--- src/rtl/core/skf_pkg.sv ---
`timescale 1ns / 1ps

package skf_pkg;

   // Time step is always an unsigned Q0.16 fraction
   localparam int TS_BITS = 16;
   localparam logic [TS_BITS-1:0] TS_RESET = 16'd6554;  // 0.1

   // Configuration register indexes
   typedef enum logic [1:0] {
      CSR_PROCESS_NOISE     = 2'd0,
      CSR_MEASUREMENT_NOISE = 2'd1,
      CSR_VELOCITY          = 2'd2,
      CSR_TIME_STEP         = 2'd3
   } csr_index_type;

   // Operand pairs of the shared multiplier
   typedef enum logic [1:0] {
      MUL_DRIFT = 2'd0,   // velocity * time_step
      MUL_CORR  = 2'd1,   // innovation * gain
      MUL_VAR   = 2'd2    // predicted variance * (1 - gain)
   } mul_sel_type;

   typedef enum logic [2:0] {
      ST_IDLE    = 3'd0,
      ST_DRIFT   = 3'd1,
      ST_PREDICT = 3'd2,
      ST_DIVIDE  = 3'd3,
      ST_CORR    = 3'd4,
      ST_VAR     = 3'd5,
      ST_UPDATE  = 3'd6,
      ST_DONE    = 3'd7
   } state_type;

   // Controller to datapath commands
   typedef struct packed {
      logic        capture;
      logic        mul_en;
      mul_sel_type mul_sel;
      logic        load_pred;
      logic        div_step;
      logic        div_first;
      logic        upd_estimate;
      logic        upd_variance;
      logic        rsp_load;
   } cmd_type;

endpackage

--- src/rtl/core/skf_ctrl.sv ---
`timescale 1ns / 1ps

module skf_ctrl #(
   parameter int FRAC_BITS = 16
) (
   input  logic              clock,
   input  logic              reset,
   input  logic              req_valid,
   output logic              req_ready,
   output logic              rsp_valid,
   input  logic              rsp_ready,
   output skf_pkg::cmd_type  cmd
);

   // One quotient bit per step, integer bit included
   localparam int DIV_STEPS = FRAC_BITS + 1;
   localparam int CNT_W     = $clog2(DIV_STEPS);

   skf_pkg::state_type state_ff, state_in;
   logic [CNT_W-1:0]   cnt_ff, cnt_in;
   logic               rsp_valid_ff, rsp_valid_in;

   always_ff @(posedge clock) begin
      if (reset) begin
         state_ff     <= skf_pkg::ST_IDLE;
         cnt_ff       <= '0;
         rsp_valid_ff <= 1'b0;
      end else begin
         state_ff     <= state_in;
         cnt_ff       <= cnt_in;
         rsp_valid_ff <= rsp_valid_in;
      end
   end

   // Sequencer: next state and datapath commands
   always_comb begin
      state_in         = state_ff;
      cnt_in           = cnt_ff;
      req_ready        = 1'b0;
      cmd              = '0;
      cmd.mul_sel      = skf_pkg::MUL_DRIFT;
      unique case (state_ff)
         skf_pkg::ST_IDLE: begin
            req_ready = 1'b1;
            if (req_valid) begin
               cmd.capture = 1'b1;
               state_in    = skf_pkg::ST_DRIFT;
            end
         end
         skf_pkg::ST_DRIFT: begin
            cmd.mul_en  = 1'b1;
            cmd.mul_sel = skf_pkg::MUL_DRIFT;
            state_in    = skf_pkg::ST_PREDICT;
         end
         skf_pkg::ST_PREDICT: begin
            cmd.load_pred = 1'b1;
            cnt_in        = '0;
            state_in      = skf_pkg::ST_DIVIDE;
         end
         skf_pkg::ST_DIVIDE: begin
            cmd.div_step  = 1'b1;
            cmd.div_first = (cnt_ff == '0);
            if (cnt_ff == CNT_W'(DIV_STEPS - 1)) begin
               state_in = skf_pkg::ST_CORR;
            end else begin
               cnt_in = cnt_ff + 1'b1;
            end
         end
         skf_pkg::ST_CORR: begin
            cmd.mul_en  = 1'b1;
            cmd.mul_sel = skf_pkg::MUL_CORR;
            state_in    = skf_pkg::ST_VAR;
         end
         skf_pkg::ST_VAR: begin
            cmd.upd_estimate = 1'b1;
            cmd.mul_en       = 1'b1;
            cmd.mul_sel      = skf_pkg::MUL_VAR;
            state_in         = skf_pkg::ST_UPDATE;
         end
         skf_pkg::ST_UPDATE: begin
            cmd.upd_variance = 1'b1;
            state_in         = skf_pkg::ST_DONE;
         end
         skf_pkg::ST_DONE: begin
            // wait for the output register to free up
            if (!rsp_valid_ff || rsp_ready) begin
               cmd.rsp_load = 1'b1;
               state_in     = skf_pkg::ST_IDLE;
            end
         end
         default: begin
            state_in = skf_pkg::ST_IDLE;
         end
      endcase
   end

   assign rsp_valid_in = cmd.rsp_load | (rsp_valid_ff & ~rsp_ready);
   assign rsp_valid    = rsp_valid_ff;

endmodule

--- src/rtl/core/skf_datapath.sv ---
`timescale 1ns / 1ps

module skf_datapath #(
   parameter int DATA_WIDTH = 32,
   parameter int FRAC_BITS  = 16
) (
   input  logic                  clock,
   input  logic                  reset,
   input  skf_pkg::cmd_type      cmd,
   input  logic [DATA_WIDTH-1:0] req_measurement,
   input  logic                  csr_valid,
   input  logic [1:0]            csr_addr,
   input  logic [DATA_WIDTH-1:0] csr_wdata,
   output logic [DATA_WIDTH-1:0] rsp_filtered_value,
   output logic [DATA_WIDTH-1:0] rsp_error_variance
);

   localparam int DW = DATA_WIDTH;
   localparam int F  = FRAC_BITS;
   localparam int TS = skf_pkg::TS_BITS;
   // multiplier B operand covers gain (F+1 bits) and time step
   localparam int MB = (F + 1 > TS) ? F + 1 : TS;
   localparam int PW = DW + MB + 2;

   localparam longint unsigned ONE_L = 64'd1 << F;
   localparam logic [DW-1:0] PN_RST   = DW'((ONE_L + 64'd5) / 64'd10);  // 0.1
   localparam logic [DW-1:0] HALF_RST = DW'(ONE_L >> 1);                // 0.5
   localparam logic [DW-1:0] VAR_RST  = DW'(ONE_L);                     // 1.0
   localparam logic [F:0]    GAIN_ONE = {1'b1, {F{1'b0}}};

   // configuration and filter state
   logic [DW-1:0] pn_ff, mn_ff, vel_ff;
   logic [TS-1:0] ts_ff;
   logic [DW-1:0] estimate_ff, variance_ff;

   // per-transaction working registers
   logic [DW-1:0]        z_ff, xp_ff, pp_ff;
   logic [DW:0]          den_ff, rem_ff;
   logic [F:0]           quo_ff;
   logic signed [PW-1:0] prod_ff;
   logic [DW-1:0]        rsp_fv_ff, rsp_ev_ff;

   // Configuration writes
   always_ff @(posedge clock) begin
      if (reset) begin
         pn_ff  <= PN_RST;
         mn_ff  <= HALF_RST;
         vel_ff <= HALF_RST;
         ts_ff  <= skf_pkg::TS_RESET;
      end else if (csr_valid) begin
         unique case (skf_pkg::csr_index_type'(csr_addr))
            skf_pkg::CSR_PROCESS_NOISE:     pn_ff  <= csr_wdata;
            skf_pkg::CSR_MEASUREMENT_NOISE: mn_ff  <= csr_wdata;
            skf_pkg::CSR_VELOCITY:          vel_ff <= csr_wdata;
            skf_pkg::CSR_TIME_STEP:         ts_ff  <= csr_wdata[TS-1:0];
            default: ;
         endcase
      end
   end

   // Gain, zero when the denominator is zero
   logic [F:0] gain;
   assign gain = (den_ff == '0) ? '0 : quo_ff;

   // Innovation z - x_pred
   logic signed [DW:0] innov;
   assign innov = $signed({z_ff[DW-1], z_ff}) - $signed({xp_ff[DW-1], xp_ff});

   // Shared multiplier
   logic signed [DW:0]   mul_a;
   logic [MB-1:0]        mul_b;
   logic signed [PW-1:0] mul_p;

   always_comb begin
      unique case (cmd.mul_sel)
         skf_pkg::MUL_DRIFT: begin
            mul_a = $signed({vel_ff[DW-1], vel_ff});
            mul_b = MB'(ts_ff);
         end
         skf_pkg::MUL_CORR: begin
            mul_a = innov;
            mul_b = MB'(gain);
         end
         skf_pkg::MUL_VAR: begin
            mul_a = $signed({1'b0, pp_ff});
            mul_b = MB'(GAIN_ONE - gain);
         end
         default: begin
            mul_a = '0;
            mul_b = '0;
         end
      endcase
   end

   assign mul_p = mul_a * $signed({1'b0, mul_b});

   // Prediction: estimate + drift, variance + process noise
   logic [DW-1:0] drift;
   logic [DW:0]   x_sum, p_sum, s_sum;
   logic [DW-1:0] xp_c, pp_c;

   assign drift = prod_ff[TS +: DW];
   assign x_sum = {estimate_ff[DW-1], estimate_ff} + {drift[DW-1], drift};
   assign xp_c  = (x_sum[DW] != x_sum[DW-1]) ? {x_sum[DW], {(DW-1){~x_sum[DW]}}}
                                             : x_sum[DW-1:0];
   assign p_sum = {1'b0, variance_ff} + {1'b0, pn_ff};
   assign pp_c  = p_sum[DW] ? '1 : p_sum[DW-1:0];
   assign s_sum = {1'b0, pp_c} + {1'b0, mn_ff};

   // Restoring divider step: first step compares without doubling
   logic [DW+1:0] trial, trial_sub;
   logic          take;

   assign trial     = cmd.div_first ? {1'b0, rem_ff} : {rem_ff, 1'b0};
   assign take      = (trial >= {1'b0, den_ff});
   assign trial_sub = trial - {1'b0, den_ff};

   // Estimate update: x_pred + floor(innov * gain >> F), saturated
   logic [DW:0]   corr;
   logic [DW+1:0] xn_sum;
   logic [DW-1:0] xn_c;
   logic          xn_ovf;

   assign corr   = prod_ff[F +: DW+1];
   assign xn_sum = {{2{xp_ff[DW-1]}}, xp_ff} + {corr[DW], corr};
   assign xn_ovf = !((xn_sum[DW+1:DW-1] == 3'b000) || (xn_sum[DW+1:DW-1] == 3'b111));
   assign xn_c   = xn_ovf ? {xn_sum[DW+1], {(DW-1){~xn_sum[DW+1]}}} : xn_sum[DW-1:0];

   // Filter state
   always_ff @(posedge clock) begin
      if (reset) begin
         estimate_ff <= '0;
         variance_ff <= VAR_RST;
      end else begin
         if (cmd.upd_estimate) begin
            estimate_ff <= xn_c;
         end
         // (1 - gain) * p_pred never exceeds p_pred, so no saturation
         if (cmd.upd_variance) begin
            variance_ff <= prod_ff[F +: DW];
         end
      end
   end

   // Working registers, no reset needed
   always_ff @(posedge clock) begin
      if (cmd.capture) begin
         z_ff <= req_measurement;
      end
      if (cmd.mul_en) begin
         prod_ff <= mul_p;
      end
      if (cmd.load_pred) begin
         xp_ff  <= xp_c;
         pp_ff  <= pp_c;
         den_ff <= s_sum;
         rem_ff <= {1'b0, pp_c};
         quo_ff <= '0;
      end else if (cmd.div_step) begin
         rem_ff <= take ? trial_sub[DW:0] : trial[DW:0];
         quo_ff <= {quo_ff[F-1:0], take};
      end
      if (cmd.rsp_load) begin
         rsp_fv_ff <= estimate_ff;
         rsp_ev_ff <= variance_ff;
      end
   end

   assign rsp_filtered_value = rsp_fv_ff;
   assign rsp_error_variance = rsp_ev_ff;

endmodule

--- src/rtl/core/scalar_kalman_filter.sv ---
// rsp_valid rises once the DONE state has loaded the result into the output register.
// One transaction is processed at a time; the restoring gain divider, one quotient bit per
// cycle, is the longest phase of each transaction.
// A finished result waits in the output register while the next request is accepted.
// Reset (synchronous, active high) sets estimate 0, variance 1.0, and the registers to
// process_noise 0.1, measurement_noise 0.5, velocity 0.5, time_step 0.1.
`timescale 1ns / 1ps

module scalar_kalman_filter #(
   parameter int DATA_WIDTH = 32,
   parameter int FRAC_BITS  = 16
) (
   input  logic                  clock,
   input  logic                  reset,
   input  logic                  req_valid,
   output logic                  req_ready,
   input  logic [DATA_WIDTH-1:0] req_measurement,
   output logic                  rsp_valid,
   input  logic                  rsp_ready,
   output logic [DATA_WIDTH-1:0] rsp_filtered_value,
   output logic [DATA_WIDTH-1:0] rsp_error_variance,
   input  logic                  csr_valid,
   output logic                  csr_ready,
   input  logic [1:0]            csr_addr,
   input  logic [DATA_WIDTH-1:0] csr_wdata
);

   skf_pkg::cmd_type cmd;

   // Registers are always writable
   assign csr_ready = 1'b1;

   skf_ctrl #(
      .FRAC_BITS (FRAC_BITS)
   ) u_ctrl (
      .clock     (clock),
      .reset     (reset),
      .req_valid (req_valid),
      .req_ready (req_ready),
      .rsp_valid (rsp_valid),
      .rsp_ready (rsp_ready),
      .cmd       (cmd)
   );

   skf_datapath #(
      .DATA_WIDTH (DATA_WIDTH),
      .FRAC_BITS  (FRAC_BITS)
   ) u_datapath (
      .clock              (clock),
      .reset              (reset),
      .cmd                (cmd),
      .req_measurement    (req_measurement),
      .csr_valid          (csr_valid),
      .csr_addr           (csr_addr),
      .csr_wdata          (csr_wdata),
      .rsp_filtered_value (rsp_filtered_value),
      .rsp_error_variance (rsp_error_variance)
   );

   // One transaction in flight at a time
   assert property (@(posedge clock) disable iff (reset)
      (req_valid && req_ready) |=> !req_ready)
      else $error("request accepted while a transaction is in flight");

   // An accepted request starts with the drift product
   assert property (@(posedge clock) disable iff (reset)
      (req_valid && req_ready) |=> (cmd.mul_en && cmd.mul_sel == skf_pkg::MUL_DRIFT))
      else $error("drift multiply did not follow request");

   // Datapath phases never overlap
   assert property (@(posedge clock) disable iff (reset)
      $onehot0({cmd.capture, cmd.load_pred, cmd.div_step, cmd.upd_estimate,
                cmd.upd_variance, cmd.rsp_load}))
      else $error("overlapping datapath commands");

   // Loading the output register raises rsp_valid
   assert property (@(posedge clock) disable iff (reset)
      cmd.rsp_load |=> rsp_valid)
      else $error("result loaded without rsp_valid");

endmodule
--- config.mk ---
export PLATFORM = sky130hd
export DESIGN_NAME = scalar_kalman_filter
export DESIGN_NICKNAME = d
export VERILOG_FILES = /design/src/rtl/core/skf_pkg.sv /design/src/rtl/core/skf_ctrl.sv /design/src/rtl/core/skf_datapath.sv /design/src/rtl/core/scalar_kalman_filter.sv
export SDC_FILE = /design/constraint.sdc
export NUM_CORES = 2
export LEC_CHECK = 0
export BUFFER_PORTS_ARGS = -buffer_cell sky130_fd_sc_hd__buf_2
export CAP_MARGIN = 0
export CORE_MARGIN = 2
export CORE_UTILIZATION = 68
export DETAILED_ROUTE_END_ITERATION = 12
export GPL_ROUTABILITY_DRIVEN = 1
export GPL_TIMING_DRIVEN = 0
export HOLD_SLACK_MARGIN = 0.03
export PLACE_DENSITY_LB_ADDON = 0.1
export SETUP_SLACK_MARGIN = 0.02
export SKIP_LAST_GASP = 1
export SYNTH_ARGS = -nofsm -noshare
export SYNTH_HDL_FRONTEND = slang
export SYNTH_HIERARCHICAL = 1
export SYNTH_SLANG_ARGS = --single-unit
--- constraint.sdc ---
create_clock -name clock -period 26.7 [get_ports clock]
set_clock_uncertainty 0.1 [all_clocks]
set_input_delay 2.67 -clock clock [delete_from_list [all_inputs] [get_ports clock]]
set_output_delay 2.67 -clock clock [all_outputs]
set_load 0.01 [all_outputs]
---- After elaboration in Yosys (flattened, before gate mapping) ----
Index checks and enable logic that the tools add are counted.
Widths: inputs -> output; s select.
storage, ports and cells
  register bits ........................... 477
  bits of input ports ..................... 71
  output and inout bits ................... 67
  logic and storage cells ................. 96
cells by class
  $add $sub $neg .......................... 8
  multiply operators ...................... 1
  $lt $le $gt $ge ......................... 1
  equal/unequal tests ..................... 19
  muxes and demuxes ....................... 26
  bitwise operators ....................... 5
  reduce and logical (&&, ||, !) cells .... 17
operators by type and width
  kind                    count
  $mux 32                 5
  $add 32x32->33          3
  $pmux 33 s3             1
  $pmux 17 s3             1
  $mul 33x18->49          1
  $add 32x33->34          1
  $ge 34x33->1            1
  $mux 34                 1
  $logic_not 33->1        1
  $mux 33                 1
  $sub 32x32->33          1
  $sub 33x33->33          1
  $pmux 3 s8              1
  $mux 17                 1
  $sub 17x17->17 const A  1
  $eq 3x3->1 const B      5
  $pmux 5 s2              1
  $reduce_and 2->1        5
  $mux 3                  3
  $pmux 3 s3              1
  $mux 1                  8
  $eq 2x2->1 const B      3
  $eq 3x2->1 const B      2
  $logic_not 3->1         2
  18 further kinds        26

---- Logic depth before layout (Yosys ltp) ----
  depth in word-level cells ............... 7
  depth in mapped cells ................... 37
  depth with buffers taken out ............ 36

---- Modules after synthesis ----
The synthesis kept the hierarchy.
modules (own cells, without submodules)
  module                times used  cells an instance  area an instance (um2)  sequential area each (um2)
  skf_datapath          1           4885               45074.5                 11631.2
  skf_ctrl              1           74                 565.5                   180.2
  scalar_kalman_filter  1           2                  11.3                    0.0

---- Least setup slack after synthesis ----
OpenSTA, ideal clock, no wires.
  path kind ............................... register -> register
  start ................................... register u_datapath.z_ff[0]
  end ..................................... register u_datapath.prod_ff[46], data pin
  library setup time ...................... 0.258 ns
  data arrival time ....................... 8.711 ns
  data required time ...................... 26.342 ns
  path slack .............................. 17.631 ns
  stages on the path, launching flop included .. 37
  buffers on the path ..................... 1
  clock period less this slack ............ 9.069 ns
  cell sequence ........................... edfxtp_1 > inv_1 > ha_1 > inv_1 > fa_1 > a211oi_1 > o21bai_1 > a2111oi_4 > o31a_1 > o21ai_0 > a21o_1 > a31oi_1 > mux2i_1 > and2_1 > clkbuf_1 > nor2_1 > fa_1 > inv_1 > fa_1 > fa_1 > inv_1 > fa_1 > fa_1 > inv_1 > fa_1 > inv_1 > ha_1 > and2_1 > a2111o_1 > a21o_1 > a21o_1 > a311o_1 > o31ai_1 > a21boi_1 > o21a_1 > nor2_1 > xnor2_1
on the way
  longest elaborated chain between the ends .. 3
ends and longest elaborated chain
  what                      RTL line             source
  start: declaration        skf_datapath.sv:37   logic [DW-1:0] z_ff, xp_ff, pp_ff;
  start signal: assignment  skf_datapath.sv:148  z_ff <= req_measurement;
  $sub 32x32->33            skf_datapath.sv:67   assign innov = $signed({z_ff[DW-1], z_ff}) - $signed({xp_ff[DW-1], xp_ff});
  $pmux 33 s3               skf_datapath.sv:75   unique case (cmd.mul_sel)
  $mul 33x18->49            skf_datapath.sv:95   assign mul_p = mul_a * $signed({1'b0, mul_b});
  via u_datapath.mul_p[46]  skf_datapath.sv:72   logic signed [PW-1:0] mul_p;
  end signal: assignment    skf_datapath.sv:151  prod_ff <= mul_p;
  end: declaration          skf_datapath.sv:40   logic signed [PW-1:0] prod_ff;
The timed path passes the listed nets, and every way through them passes these cells.
A chain may end at the register's enable or synchronous reset.

---- Worst setup path in the final report ----
  start ................................... register u_datapath.den_ff[5]
  end ..................................... register u_datapath.prod_ff[48], data pin
on the way
  longest elaborated chain between the ends .. 5
ends and longest elaborated chain
  what                      RTL line             source
  start: declaration        skf_datapath.sv:38   logic [DW:0] den_ff, rem_ff;
  start signal: assignment  skf_datapath.sv:156  den_ff <= s_sum;
  $logic_not 33->1 (*)      skf_datapath.sv:63   assign gain = (den_ff == '0) ? '0 : quo_ff;
  $mux 17 (*)               skf_datapath.sv:63
  $sub 17x17->17            skf_datapath.sv:86   mul_b = MB'(GAIN_ONE - gain);
  $pmux 17 s3 (*)           skf_datapath.sv:75
  $mul 33x18->49 (*)        skf_datapath.sv:95
  via u_datapath.mul_p[48]  skf_datapath.sv:72
Mark *: on every way through the listed nets, which the timed path passes. The rest lies on a longest branch.

==> flow_metrics.tcl <==
set metrics [dict create \
    worst_pin_slew_ns 1.55 \
    setup_viol 0 \
    synth_flop_cell "edfxtp_1" \
    cts_made_buffers 50 \
    drt-pass1-iter-count 6 \
    cp-end-kind "register" \
    synthArstFlopShare 0 \
    path_class "register to register" \
    vias_per_cell 6.40 \
    dieArea_um2 69200 \
    synth.net_count 5869 \
    synth_top_area_cell "fa_1" \
    met2_usage 0.655 \
    drt-wirelength-per-cell_um 25.2 \
    ys_seq_area_frac 0.259 \
    rows 94 \
    ys_warn_count 6 \
    postSynthCellCount 4961 \
    slew_headroom -0.0338 \
    cts_tree "yes" \
    grt_pass1_wl_mm 228 \
    io_buffers 136 \
    syn2layout_area_growth_pct 8.14 \
    numClockSinks 461 \
    fin_nets 6063 \
    violations "slew limit" \
    worstPathRequired_ns 26.93 \
    rsz0062_at_grt "no" \
    synth_seq_cells 461 \
    cp.arrival_ns 13.17 \
    clk_latency_ns 0.63 \
    maxCapViolCount 0 \
    dp_hpwl_mm 123 \
    vdd_ir_drop_max_v 0.0000658 \
    clk_pin_slew_ns 0.06 \
    synth_edf_count 258 \
    status "complete, but fails checks" \
    htree_num_levels 2 \
    finalCritPeriodShare 0.484 \
    powerDensity_nw_per_um2 50.5 \
    gp_congestion 1.06 \
    grtUsageMet3 0.129 \
    ctsHoldBuffers 0 \
    drv_slew 7 \
    drc 0 \
    crit_path_frequent_cell "fa_1" \
    cts_setup_buffers 0 \
    fmax_mhz 77.3 \
    grt.total_usage 0.442 \
    coreArea_um2 66100 \
    post_synth_num_cell_types 98 \
    start_util 0.691 \
    yosysTopAreaCellShare 0.232 \
    overflow 0 \
    die_height_um 263 \
    max_stage_delay_ns 0.88 \
    clockRootBuffer "clkbuf_16" \
    postSynthAreaPerCell_um2 9.20 \
    clockBufferDepth 3 \
    cts_resized 0 \
    fin_tns_setup_ns 0 \
    finalCriticalPeriod_ns 12.93 \
    crit_buf_inv 7 \
    initialDrtViolationCount 4661 \
    crit_path_max_fanout 10 \
    busiest_layer "met2" \
    grt_max_degree 36 \
    die_x_um 263 \
    totalWireLength_mm 153 \
    grt_use_met1 0.578 \
    grt_pass1_vias 38200 \
    vias 38900 \
    slowest_stage "a22oi_1" \
    yosys-top-cells-area "fa_1 23%, edfxtp_1 17%, dfxtp_1 8.9%" \
    p_total_w 0.00249 \
    grt_antenna_before_repair 9 \
    hold_violations 0 \
    p_leak_nw 22.9 \
    ios 138 \
    drive_above_1_share 0.0706 \
    cp_top_family "adder cells" \
    syn-cell-area_um2 45700 \
    ant_nets 0 \
    holdWs_ns 0.358 \
    start_kind "register" \
    hold_class "register to register" \
]
## state kept, by name, summed over array words and instances, names as in the netlist, 17 cells and up
register,flops
u_datapath/den_ff,33
u_datapath/prod_ff,33
u_datapath/rem_ff,33
u_datapath/estimate_ff,32
u_datapath/mn_ff,32
u_datapath/pn_ff,32
u_datapath/pp_ff,32
u_datapath/rsp_error_variance,32
u_datapath/rsp_filtered_value,32
u_datapath/variance_ff,32
u_datapath/vel_ff,32
u_datapath/xp_ff,32
u_datapath/z_ff,32
u_datapath/quo_ff,17
## cells by family (layout without fill, tap and decap cells)
family          after synthesis  count (layout)  synth area share
simple gates               1454            1454             0.141
fa+ha+maj                   837             837             0.316
flops                       461             461             0.259
buf+inv                     899            1135            0.0757
mux                         133             133            0.0305
compound gates              986             986             0.142
xor+xnor                    190             190            0.0365
other cells                   1               7         0.0000821
## per-layer routing
metal / up-vias / wire length [um]
met4: 10 / 11400
met1: 18800 / 56600
met2: 2549 / 64400
met5: - / 64
li1: 16900 / -
met3: 578 / 20200
## cell type report
cell class / instances / area, um^2
plain buffers: 189 / 791
inverters: 710 / 2670
clock inverters: 24 / 327
diodes: 6 / 15.0
fillers: 4943 / 16700
well taps: 864 / 1080
multi-input cells: 3601 / 30400
flip-flops and latches: 461 / 11800
clock buffers: 70 / 1460
repair buffers: 142 / 796
## per-stage QoR
step | instance area [um^2] | utilization | cells | setup slack [ns]
2_1_floorplan | 45700 | - | 4961 | 17.63
3_3_place_gp | 47400 | 0.717 | 5961 | 13.82
3_5_place_dp | 47600 | 0.720 | 5967 | 14.46
4_1_cts | 49400 | 0.747 | 6061 | 14.43
5_1_grt | 49400 | 0.747 | 6061 | 13.67
6_report | 49400 | 0.747 | 6067 | 13.77
## synthesized netlist by cell type (15+ instances only)
library cell,n
inv_1,710
nand2_1,584
fa_1,528
nor2_1,477
a21oi_1,340
ha_1,309
edfxtp_1,258
dfxtp_1,203
o21ai_0,153
clkbuf_1,144
xnor2_1,128
a21o_1,126
mux2i_1,83
nand2b_1,66
xor2_1,62
nor3_1,54
nand3_1,52
o21a_1,51
mux2_2,50
a221o_1,38
nor2b_1,33
a211oi_1,32
a31oi_1,32
and3_1,29
o21bai_1,27
and2_1,26
nor4_1,21
nand3b_1,20
nand4_1,20
or2_2,20
buf_2,19
o211ai_1,19
buf_1,15
or3_1,15
## report_power, final
part           internal, W  leakage (nW)  switching [W]  total [W]
Clock             0.000436         0.868       0.000306   0.000742
Combinational     0.000328          17.9       0.000551   0.000879
Sequential        0.000817          4.11      0.0000564   0.000873
## worst register-to-register path: cells and delay by family, from the launching register on
kind / cells / cell delay (ns)
compound gates: 9 / 3.49
xor+xnor: 2 / 0.82
flops: 1 / 0.41
fa+ha+maj: 8 / 3.70
simple gates: 8 / 2.63
buf+inv: 7 / 1.50
## layout by cell type, fill, tap and decap left out, drive strengths merged, types with 21 or more instances in the layout
cell type    n
a221o       38
nand2      584
o21a        52
and3        29
o21bai      27
dfxtp      203
xor2        62
mux2        50
and2        26
xnor2      128
edfxtp     258
a21o       126
buf        185
inv        712
mux2i       83
nor3        54
a211oi      33
a21oi      349
fa         528
nor4        21
nand3       52
or2         21
nand2b      66
nor2b       33
o21ai      169
nor2       477
clkbuf     216
ha         309
a31oi       32
## worst paths after layout
check,cells past startpoint,from,slack [ns],endpoint
worst min register to register,2,u_datapath/vel_ff[25]$_SDFFE_PP0P_,0.36,u_datapath/vel_ff[25]$_SDFFE_PP0P_
worst min-delay path,2,u_datapath/vel_ff[25]$_SDFFE_PP0P_,0.36,u_datapath/vel_ff[25]$_SDFFE_PP0P_
worst max register to register,34,u_datapath/den_ff[5]$_DFFE_PP_,13.77,u_datapath/prod_ff[48]$_DFFE_PP_
worst max-delay path,34,u_datapath/den_ff[5]$_DFFE_PP_,13.77,u_datapath/prod_ff[48]$_DFFE_PP_
Note: power is estimated with default switching activity, not from simulation.
